==> src/hw/rtl/swrr_pkg.sv <==
// ----------------------------------------------------------------------------
// swrr_pkg
// Shared constants, codes and types for the stack with rotate and reverse.
// ----------------------------------------------------------------------------
`default_nettype none

package swrr_pkg;

  localparam int DEPTH   = 64;
  localparam int DATA_W  = 64;
  localparam int ADDR_W  = $clog2(DEPTH);
  localparam int CNT_W   = $clog2(DEPTH + 1);
  localparam int ENTRY_W = 7;
  localparam int MODE_W  = 2;
  localparam int STAT_W  = 2;
  localparam int KIND_W  = 2;

  typedef enum logic [MODE_W-1:0] {
    OP_PUSH    = 2'd0,
    OP_POP     = 2'd1,
    OP_ROTATE  = 2'd2,
    OP_REVERSE = 2'd3
  } op_t;

  localparam logic [STAT_W-1:0] ST_OK        = 2'd0;
  localparam logic [STAT_W-1:0] ST_OVERFLOW  = 2'd1;
  localparam logic [STAT_W-1:0] ST_UNDERFLOW = 2'd2;

  localparam logic [KIND_W-1:0] KIND_BYTE   = 2'd0;
  localparam logic [KIND_W-1:0] KIND_SINGLE = 2'd1;

  // One cycle's access to the entry store.
  typedef struct packed {
    logic              we;
    logic [ADDR_W-1:0] waddr;
    logic [DATA_W-1:0] wdata;
    logic [ADDR_W-1:0] raddr;
  } mem_req_t;

  // Bits kept on push for each element kind; the unused codes keep all 64.
  function automatic logic [DATA_W-1:0] kind_mask(input logic [KIND_W-1:0] kind);
    logic [DATA_W-1:0] m;
    case (kind)
      KIND_BYTE:   m = {{(DATA_W-8){1'b0}}, 8'hFF};
      KIND_SINGLE: m = {{(DATA_W-32){1'b0}}, 32'hFFFF_FFFF};
      default:     m = '1;
    endcase
    return m;
  endfunction

endpackage

`default_nettype wire

==> src/hw/rtl/swrr_seq.sv <==
// ----------------------------------------------------------------------------
// swrr_seq
// Operation sequencer: fill count, store walks for rotate and reverse,
// and the result register.
// ----------------------------------------------------------------------------
`default_nettype none

module swrr_seq (
  input  logic                         clk,
  input  logic                         rst_n,
  input  logic                         in_valid,
  output logic                         in_ready,
  input  logic [swrr_pkg::MODE_W-1:0]  in_mode,
  input  logic [swrr_pkg::DATA_W-1:0]  push_word,
  output logic                         out_valid,
  input  logic                         out_ready,
  output logic [swrr_pkg::DATA_W-1:0]  out_pop_value,
  output logic [swrr_pkg::STAT_W-1:0]  out_status,
  output logic [swrr_pkg::ENTRY_W-1:0] out_entry_count,
  output swrr_pkg::mem_req_t           mem_req,
  input  logic [swrr_pkg::DATA_W-1:0]  rd_data
);

  import swrr_pkg::*;

  typedef enum logic [2:0] {
    S_IDLE,
    S_POP,
    S_ROT,
    S_ROT_LAST,
    S_REV_RD,
    S_REV_WLO,
    S_REV_WHI
  } state_t;

  state_t              state_r, state_nxt;
  logic [CNT_W-1:0]    fill_r, fill_nxt;
  logic [ADDR_W-1:0]   ptr_r, ptr_nxt;    // rotate read pointer / reverse low index
  logic [ADDR_W-1:0]   hi_r, hi_nxt;      // reverse high index
  logic [DATA_W-1:0]   hold_r, hold_nxt;  // rotated bottom word / swapped low word
  logic                out_valid_r, out_valid_nxt;
  logic [DATA_W-1:0]   out_pop_r, out_pop_nxt;
  logic [STAT_W-1:0]   out_status_r, out_status_nxt;
  logic [ENTRY_W-1:0]  out_count_r, out_count_nxt;

  logic                load;
  logic [DATA_W-1:0]   ld_pop;
  logic [STAT_W-1:0]   ld_status;
  logic [ADDR_W-1:0]   last_idx;
  logic                accept;

  assign in_ready = (state_r == S_IDLE) && (!out_valid_r || out_ready);
  assign accept   = in_valid && in_ready;
  assign last_idx = ADDR_W'(fill_r - 1'b1);

  always_comb begin
    state_nxt     = state_r;
    fill_nxt      = fill_r;
    ptr_nxt       = ptr_r;
    hi_nxt        = hi_r;
    hold_nxt      = hold_r;
    mem_req       = '0;
    load          = 1'b0;
    ld_pop        = '0;
    ld_status     = ST_OK;

    case (state_r)
      S_IDLE: begin
        if (accept) begin
          case (op_t'(in_mode))
            OP_PUSH: begin
              load = 1'b1;
              if (fill_r == CNT_W'(DEPTH)) begin
                ld_status = ST_OVERFLOW;
              end else begin
                mem_req.we    = 1'b1;
                mem_req.waddr = ADDR_W'(fill_r);
                mem_req.wdata = push_word;
                fill_nxt      = fill_r + 1'b1;
              end
            end
            OP_POP: begin
              if (fill_r == '0) begin
                load      = 1'b1;
                ld_status = ST_UNDERFLOW;
              end else begin
                mem_req.raddr = last_idx;
                fill_nxt      = fill_r - 1'b1;
                state_nxt     = S_POP;
              end
            end
            OP_ROTATE: begin
              if (fill_r == '0) begin
                load = 1'b1;
              end else begin
                mem_req.raddr = '0;
                ptr_nxt       = '0;
                state_nxt     = S_ROT;
              end
            end
            default: begin
              if (fill_r < CNT_W'(2)) begin
                load = 1'b1;
              end else begin
                mem_req.raddr = '0;
                ptr_nxt       = '0;
                hi_nxt        = last_idx;
                state_nxt     = S_REV_RD;
              end
            end
          endcase
        end
      end
      S_POP: begin
        load      = 1'b1;
        ld_pop    = rd_data;
        state_nxt = S_IDLE;
      end
      S_ROT: begin
        // rd_data holds entry ptr_r; it moves down one slot, or is held if it is entry 0
        if (ptr_r == '0) begin
          hold_nxt = rd_data;
        end else begin
          mem_req.we    = 1'b1;
          mem_req.waddr = ptr_r - 1'b1;
          mem_req.wdata = rd_data;
        end
        if (ptr_r == last_idx) begin
          state_nxt = S_ROT_LAST;
        end else begin
          mem_req.raddr = ptr_r + 1'b1;
          ptr_nxt       = ptr_r + 1'b1;
        end
      end
      S_ROT_LAST: begin
        mem_req.we    = 1'b1;
        mem_req.waddr = last_idx;
        mem_req.wdata = hold_r;
        load          = 1'b1;
        state_nxt     = S_IDLE;
      end
      S_REV_RD: begin
        mem_req.raddr = hi_r;
        hold_nxt      = rd_data;
        state_nxt     = S_REV_WLO;
      end
      S_REV_WLO: begin
        mem_req.we    = 1'b1;
        mem_req.waddr = ptr_r;
        mem_req.wdata = rd_data;
        state_nxt     = S_REV_WHI;
      end
      S_REV_WHI: begin
        mem_req.we    = 1'b1;
        mem_req.waddr = hi_r;
        mem_req.wdata = hold_r;
        if (({1'b0, ptr_r} + (ADDR_W + 1)'(2)) < {1'b0, hi_r}) begin
          mem_req.raddr = ptr_r + 1'b1;
          ptr_nxt       = ptr_r + 1'b1;
          hi_nxt        = hi_r - 1'b1;
          state_nxt     = S_REV_RD;
        end else begin
          load      = 1'b1;
          state_nxt = S_IDLE;
        end
      end
      default: begin
        state_nxt = S_IDLE;
      end
    endcase

    // result register
    out_valid_nxt  = out_valid_r && !out_ready;
    out_pop_nxt    = out_pop_r;
    out_status_nxt = out_status_r;
    out_count_nxt  = out_count_r;
    if (load) begin
      out_valid_nxt  = 1'b1;
      out_pop_nxt    = ld_pop;
      out_status_nxt = ld_status;
      out_count_nxt  = ENTRY_W'(fill_nxt);
    end
  end

  always_ff @(posedge clk) begin
    if (!rst_n) begin
      state_r     <= S_IDLE;
      fill_r      <= '0;
      out_valid_r <= 1'b0;
    end else begin
      state_r     <= state_nxt;
      fill_r      <= fill_nxt;
      out_valid_r <= out_valid_nxt;
    end
    ptr_r        <= ptr_nxt;
    hi_r         <= hi_nxt;
    hold_r       <= hold_nxt;
    out_pop_r    <= out_pop_nxt;
    out_status_r <= out_status_nxt;
    out_count_r  <= out_count_nxt;
  end

  assign out_valid       = out_valid_r;
  assign out_pop_value   = out_pop_r;
  assign out_status      = out_status_r;
  assign out_entry_count = out_count_r;

endmodule

`default_nettype wire

==> config.mk <==
export PLATFORM = sky130hd
export DESIGN_NAME = swrr_seq
export DESIGN_NICKNAME = d
export VERILOG_FILES = /design/src/hw/rtl/swrr_pkg.sv /design/src/hw/rtl/swrr_seq.sv
export SDC_FILE = /design/constraint.sdc
export NUM_CORES = 1
export LEC_CHECK = 0
export ABC_CLOCK_PERIOD_IN_PS = 7200
export BUFFER_PORTS_ARGS = -buffer_cell sky130_fd_sc_hd__buf_2
export CAP_MARGIN = 40
export CORE_MARGIN = 5
export CORE_UTILIZATION = 25
export DETAILED_ROUTE_END_ITERATION = 8
export HOLD_SLACK_MARGIN = 0.02
export PLACE_DENSITY_LB_ADDON = 0.05
export SYNTH_ARGS = -nofsm -noshare
export SYNTH_HDL_FRONTEND = slang
export SYNTH_SLANG_ARGS = --single-unit
==> constraint.sdc <==
create_clock -name clk -period 7.2 [get_ports clk]
set_input_delay 1.44 -clock clk [delete_from_list [all_inputs] [get_ports clk]]
set_output_delay 1.44 -clock clk [all_outputs]
set_load 0.02 [all_outputs]
# After elaboration in Yosys (flattened, before gate mapping)
# Cells that the tools add are included.
classes:
  multipliers: 0
  reduce_logical: 22
  mux: 47
  shift: 0
  add_sub_neg: 6
  magnitude_cmp: 2
  n_div: 0
  bitwise_logic: 0
  eq_ne: 23
op_table:
  columns: ["cell", "count"]
  rows:
  - ["$pmux 71 s5", 1]
  - ["$mux 71", 3]
  - ["$pmux 64 s2", 1]
  - ["$mux 6", 13]
  - ["$mux 77", 1]
  - ["$mux 64", 1]
  - ["$mux 7", 4]
  - ["$pmux 6 s2", 2]
  - ["$pmux 6 s4", 1]
  - ["$mux 3", 6]
  - ["$ne 2x2->1 const B", 9]
  - ["$pmux 6 s3", 1]
  - ["$pmux 3 s5", 1]
  - ["$pmux 7 s2", 1]
  - ["$sub 6x1->6 const B", 2]
  - ["$eq 3x3->1 const B", 3]
  - ["$pmux 3 s3", 1]
  - ["$add 6x2->7 const B", 1]
  - ["$add 7x1->7 const B", 1]
  - ["$eq 7x7->1 const B", 1]
  - ["$logic_not 7->1", 1]
  - ["$lt 7x2->1 const B", 1]
  - ["$lt 7x6->1", 1]
  - ["$reduce_and 7->1", 1]
  - ["28 further kinds", 42]
word_totals:
  mem_count: 0
  input_bits: 134
  romBits: 0
  reg_bits: 160
  latchBits: 0
  ram_bits: 0
  wordCells: 109

# Depth between registers and ports, before layout
# Gate-level depths: netlist of the first run.
depth:
  ltp_word: 7
  mapped_depth: 10
  ltp_nobuf: 9

# Least setup slack after synthesis of the first run
# OpenSTA, ideal clock, no wires.
synth_timing:
  kind: "register to register"
  startpoint: "register ptr_r[0]"
  endpoint: "register hold_r[0], enable pin"
  path_buffers: 1
  period_less_slack_ps: 5325
  path_slack_ps: 1875
  arrival_ps: 4818
  setup_ps: 507
  path_stages_with_launch: 7
  path_cell_list: "edfxtp_1 clkbuf_1 inv_1 ha_1 or4b_4 or4_1 a21oi_1"
synth_between:
  elab_chain_cells: 3
synth_rtl:
  columns: ["item", "line_no", "rtl"]
  rows:
  - ["from (decl)", "swrr_seq.sv:38", "logic [ADDR_W-1:0] ptr_r, ptr_nxt;"]
  - ["from (signal assigned)", "swrr_seq.sv:195", "ptr_r <= ptr_nxt;"]
  - ["$logic_not 6->1", "swrr_seq.sv:121", "if (ptr_r == '0) begin"]
  - ["$ne 2x2->1 (no source line)", null, null]
  - ["$reduce_and 2->1 (no source line)", null, null]
  - ["to (signal assigned)", "swrr_seq.sv:197", "hold_r <= hold_nxt;"]
  - ["to (decl)", "swrr_seq.sv:40", "logic [DATA_W-1:0] hold_r, hold_nxt;"]
# No other way between the ends.
# A chain may end at the register's enable or synchronous reset.

==> reports/results.ini, run 1 <==
[run_status]
status=finished clean

[routing]
dr.pass1.iters=4
vias_per_cell=4.64
drt-initial-drc-count=382
routed_wl_um=29200
via_count=6743
ant_nets=0
route.detailed.drc=0
post_drt_wl_per_cell_um=20.1

[cells_and_area]
mostFrequentLayoutCell=buf_2
final_core_util_pct=32.7
area_growth_syn_to_layout_pct=29.8
drive_gt1_share_pct=34.1
layout_common_cells=buf_2 (285), nand2_1 (149), edfxtp_1 (149)
fin_nets=1152

[timing]
fin_skew_ps=20.7
tns_ps=0
finalSetupViolCount=0
rsz0062_at_grt=false
worst_pin_slew_ps=866
slew_headroom_pct=42.3
post-route-period-util_pct=71.6
hold_viol=0
min_period_ps=5160
slew_violations=0
timing.fmax_mhz=194

[yosys]
synth-edff-count=149
synth_warnings=0
synth-seq-area-share_pct=57.5
syn_nets=891
ys_top_cells_by_area=edfxtp_1 (55%), nand2_1 (6.9%), a22oi_1 (6.4%)
ys_types=67
synth_top_area_cell=edfxtp_1
netlist_instances=737
syn_avg_cell_area_um2=11.1
ys_seq_elements=160
synth_area_mm2=0.00816
async_flop_share_pct=0
synthFlopType=edfxtp_1
yosys.area.top_type_share_pct=54.8

[clocking]
postCtsResizedCells=0
clk_latency_ps=440
clk_pin_slew_ps=60
h-tree-depth=4
cts_root_buf=clkbuf_16
cts.sinks=160
postCtsSetupBuffers=0
ctsHoldBuffers=0
numCtsBuffers=17
cts.path.max_buffers=2
cts_tree=built

[floorplanning]
ioPinCount=286
num_rows=66
initial_core_util_pct=25.2
die_x_um=191
coreArea_mm2=0.0324
die_area_mm2=0.0364
die_h_um=191

[setup_path]
endpoint_kind=primary output
cp.arrival_ps=3720
required_ps=5760
startpoint_type=input port
cp_max_fo=38
path_class=input port to primary output

[power_and_ir_drop]
ir_drop_mv=0.131
p_leak_nw=4.82
power_density_mw_per_mm2=253

[job]
drv_cap=0

[global_route]
grt_pass1_vias=6724
grt_pass1_wl_um=42500
grt_max_degree=68
overflow=0
grt.total_usage_pct=15.3
antenna_found_initial=2

[placed_design]
gp_congestion=0.778
port-buffer-count=285
dpl.hpwl_um=20900

[worst_hold_path]
hold_path_class=flop to flop

[final cells by class]
cell class                 instances  area, µm²
antenna                            1       2.50
sequential                       160       4690
clock buffer                      17        425
fill                            3453      21800
inverter                          29        109
timing repair buffer             294       1490
clock inverter                    15        198
multi-input combinational        496       3120
tap                              442        553
[Yosys cell counts, types with 2 or more instances]
master and instances:
mux2i_1 2, nand2_1 149, buf_2 6, nor2_1 24, dfxtp_1 11, clkbuf_1 30
o211a_1 2, o22ai_1 4, xnor2_1 15, edfxtp_1 149, and3_1 67, nor3b_1 3
and2_1 4, nand4_1 2, nand3_1 10, or3_1 4, nand2b_1 7, or3_4 2
o31ai_1 6, a22oi_1 70, a31oi_1 2, buf_1 6, a21oi_1 17, xor2_1 9
inv_1 29, o211ai_1 3, a2111oi_0 2, a221oi_1 2, o21ai_0 15, a211o_1 3
ha_1 20, nor2b_1 6, nor4b_1 2, nor3_1 12, buf_6 10
[registers in the layout, summed over array words and instances (netlist names)]
name,count
hold_r,64
out_entry_count,7
out_status,2
hi_r,6
ptr_r,6
out_valid,1
out_pop_value,64
state_r,3
fill_r,7
[metal layers]
metal	vias up	routed length, µm	global-route usage [%]
li1	3245	-	-
met1	3254	13800	21.5
met2	229	13600	24.6
met3	13	1610	3.30
met4	2	206	3.15
met5	-	7	0
[where the power goes]
| group | switching, mW | internal, mW | total [mW] |
|---|---|---|---|
| logic | 0.372 | 0.160 | 0.532 |
| clock network | 0.418 | 0.559 | 0.977 |
| registers | 0.0359 | 1.13 | 1.17 |
| total | 0.826 | 1.85 | 2.68 |
[per-stage QoR]
stage | instance area (µm²) | power [mW] | hold WS, ps | instances | setup slack, ps
global placement | 9960 | 1.73 | 566 | 1420 | 2030
global route | 10600 | 2.80 | 618 | 1454 | 1750
finish | 10600 | 2.68 | 580 | 1454 | 2040
floorplan | 8160 | 1.50 | 513 | 737 | 1880
detailed placement | 9970 | 1.73 | 557 | 1421 | 2010
CTS | 10600 | 2.72 | 575 | 1453 | 2000
[path summary, 6_finish.rpt]
| check | from | to | slack [ps] | cells after the start |
|---|---|---|---|---|
| setup / recovery | in_mode[0] | mem_req[71] | 2040 | 8 |
| hold / removal | fill_r[6]$_SDFF_PN0_ | fill_r[6]$_SDFF_PN0_ | 580 | 2 |
| setup reg to reg | ptr_r[2]$_SDFFCE_PN0P_ | out_pop_value[59]$_SDFFCE_PP0P_ | 3480 | 10 |
| hold reg to reg | fill_r[6]$_SDFF_PN0_ | fill_r[6]$_SDFF_PN0_ | 580 | 2 |
[critical path: stages]
cell and delay [ps]:
buf_2 120, inv_1 90, ha_1 390, o31ai_4 200, nor2_4 560, buf_4 500
a211o_1 200, buf_2 160
[logic make-up after synthesis]
family,count (synthesis),synth area share [%]
AND/OR/NAND/NOR,302,18.2
flip-flops,160,57.5
AO/OA/AOI/OAI,147,13.4
buffers and inverters,81,4.74
XOR/XNOR,25,2.85
adder cells (fa/ha/maj),20,3.07
multiplexers,2,0.245
No activity file was read; power rests on OpenSTA's default activity.
==> run 2: changes to the inputs <==
ABC_AREA = 1   (was default)
ABC_CLOCK_PERIOD_IN_PS = 5300   (was 7200)
clock period = 5.3 ns   (was 7.2 ns; I/O delays follow)
==> run 2 against run 1 <==
Sequential power is 49% higher. First-iteration DRC count fell by 0.52%. Setup slack got worse by 1200 ps. Final area is 2.8% higher. Core utilization grew 0.66 points. Via count increased by 6.2%. Global-route usage up 1.1 points. Final cell count up 11%. Critical path type is now flop to primary output. Critical endpoint is now mem_req[44]. Largest cell class unchanged.
==> reports/results.ini, run 2 <==
[setup_path]
endpoint_kind=primary output
crit_top_cell=inv_2
cp_max_fo=31
path_class=flop to primary output
cp.arrival_ps=3350
startpoint_type=flop
cp_top_family=simple AND/OR/NAND/NOR gates
required_ps=4240
max_stage_delay_ps=540
critPathBufInv=4
path_cells=inv_1 -> ha_1 -> nand4_1 -> nand2_2 -> inv_2 -> nor2_8 -> inv_2 -> a22oi_1 -> nand2_1 -> buf_2
cp_slowest_cell=edfxtp_1

[timing]
finalSetupViolCount=0
worst_pin_slew_ps=786
slew_headroom_pct=47.5
worst_slack_ps=892
fin_skew_ps=9.20
post-route-period-util_pct=83.2
slew_violations=0
min_period_ps=4410
rsz0062_at_grt=false
timing.fmax_mhz=227
tns_ps=0
hold_viol=0

[cells_and_area]
mostFrequentLayoutCell=buf_2
layout_common_cells=buf_2 (285), nand2_1 (210), edfxtp_1 (149)
fill_cells=3488
multi_input_area_mm2=0.00292
drive_gt1_share_pct=30.6
layout.cells.non_filler=1615
final_core_util_pct=33.4
final-seq-area_mm2=0.00469
fin_nets=1312
area_growth_syn_to_layout_pct=31.3

[floorplanning]
die_h_um=192
coreArea_mm2=0.0326
ioPinCount=286
num_rows=66
die_area_mm2=0.0369
die_x_um=192
initial_core_util_pct=25.4

[routing]
post_drt_wl_per_cell_um=19.3
drt-initial-drc-count=380
via_count=7158
vias_per_cell=4.43
route.detailed.drc=0
dr.pass1.iters=5
routed_wl_um=31100
ant_nets=0

[yosys]
syn_nets=1030
synthFlopType=edfxtp_1
yosys.area.top_type_share_pct=53.9
ys_types=41
synth-edff-count=149
synth.most_common_cell=nand2_1
ys_seq_elements=160
netlist_instances=876
syn_avg_cell_area_um2=9.47
ys_top_cells_by_area=edfxtp_1 (54%), nand2_1 (9.5%), inv_1 (5.7%)
synth_warnings=0
synth_common_cells=nand2_1 (211), edfxtp_1 (149), inv_1 (127)
synth-seq-area-share_pct=56.6
synth_area_mm2=0.00830
async_flop_share_pct=0
synth_top_area_cell=edfxtp_1

[clocking]
cts.sinks=160
cts.path.max_buffers=2
postCtsResizedCells=0
cts_root_buf=clkbuf_16
cts_tree=built
ctsHoldBuffers=0
clk_latency_ps=440
h-tree-depth=4
postCtsSetupBuffers=0
clk_pin_slew_ps=60
numCtsBuffers=17

[global_route]
grt_pass1_wl_um=45400
grt_max_degree=50
grt_pass1_vias=7274
grt.total_usage_pct=16.4
antenna_found_initial=3
overflow=0

[placed_design]
dpl.hpwl_um=23400
port-buffer-count=285
gp_congestion=0.813
preCtsSetupSlack_ps=1040
place_inst=1581

[worst_hold_path]
hold_path_class=flop to flop

[run_status]
status=finished clean

[job]
drv_cap=0

[power_and_ir_drop]
ir_drop_mv=0.346
p_leak_nw=4.99
total_power_mw=4.55
power_density_mw_per_mm2=418

run 2: worst paths after layout:
path                          start                              end  slack [ps]  depth (start not counted)
max          ptr_r[0]$_SDFFCE_PN0P_                      mem_req[44]         890                         10
min            fill_r[1]$_SDFF_PN0_             fill_r[1]$_SDFF_PN0_         640                          2
max reg2reg  ptr_r[2]$_SDFFCE_PN0P_  out_pop_value[38]$_SDFFCE_PP0P_        1900                         12
min reg2reg    fill_r[1]$_SDFF_PN0_             fill_r[1]$_SDFF_PN0_         640                          2
run 2: cell families after synthesis:
kind of cell             synth area share (%)
AO/OA/AOI/OAI                            10.1
XOR/XNOR                                 1.27
adder cells (fa/ha/maj)                  3.02
buffers and inverters                    8.57
flip-flops                               56.6
AND/OR/NAND/NOR                          20.5
run 2: final cells by class:
class	instances	share of cell area [%]
clock buffer	19	3.97
tap	442	5.08
sequential	160	43.1
inverter	135	4.65
antenna	2	0.0460
timing repair buffer	296	14.5
clock inverter	13	1.91
multi-input combinational	548	26.8
run 2: routing by layer:
metal / routed length, µm / GRT usage [%] / up-vias
met5: 12 / 0 / -
met4: 536 / 4.74 / 2
met3: 1870 / 3.60 / 28
met2: 15200 / 28.2 / 215
met1: 13500 / 20.8 / 3415
li1: - / - / 3498
run 2: per-stage QoR:
stage               area, µm²  hold WS, ps
global route            10900          665
CTS                     10900          643
global placement        10200          632
detailed placement      10200          633
finish                  10900          640
floorplan                8300          557
run 2: power by group:
| part | total [mW] | switching (mW) | internal (mW) |
|---|---|---|---|
| logic | 1.43 | 1.02 | 0.412 |
| clock network | 1.38 | 0.536 | 0.840 |
| registers | 1.74 | 0.0982 | 1.65 |
run 2: tightest hold or removal path, cell delays in order, from the launching register on:
cell and delay, ps:
dfxtp_1 380, o21ai_1 130, a31oi_1 80
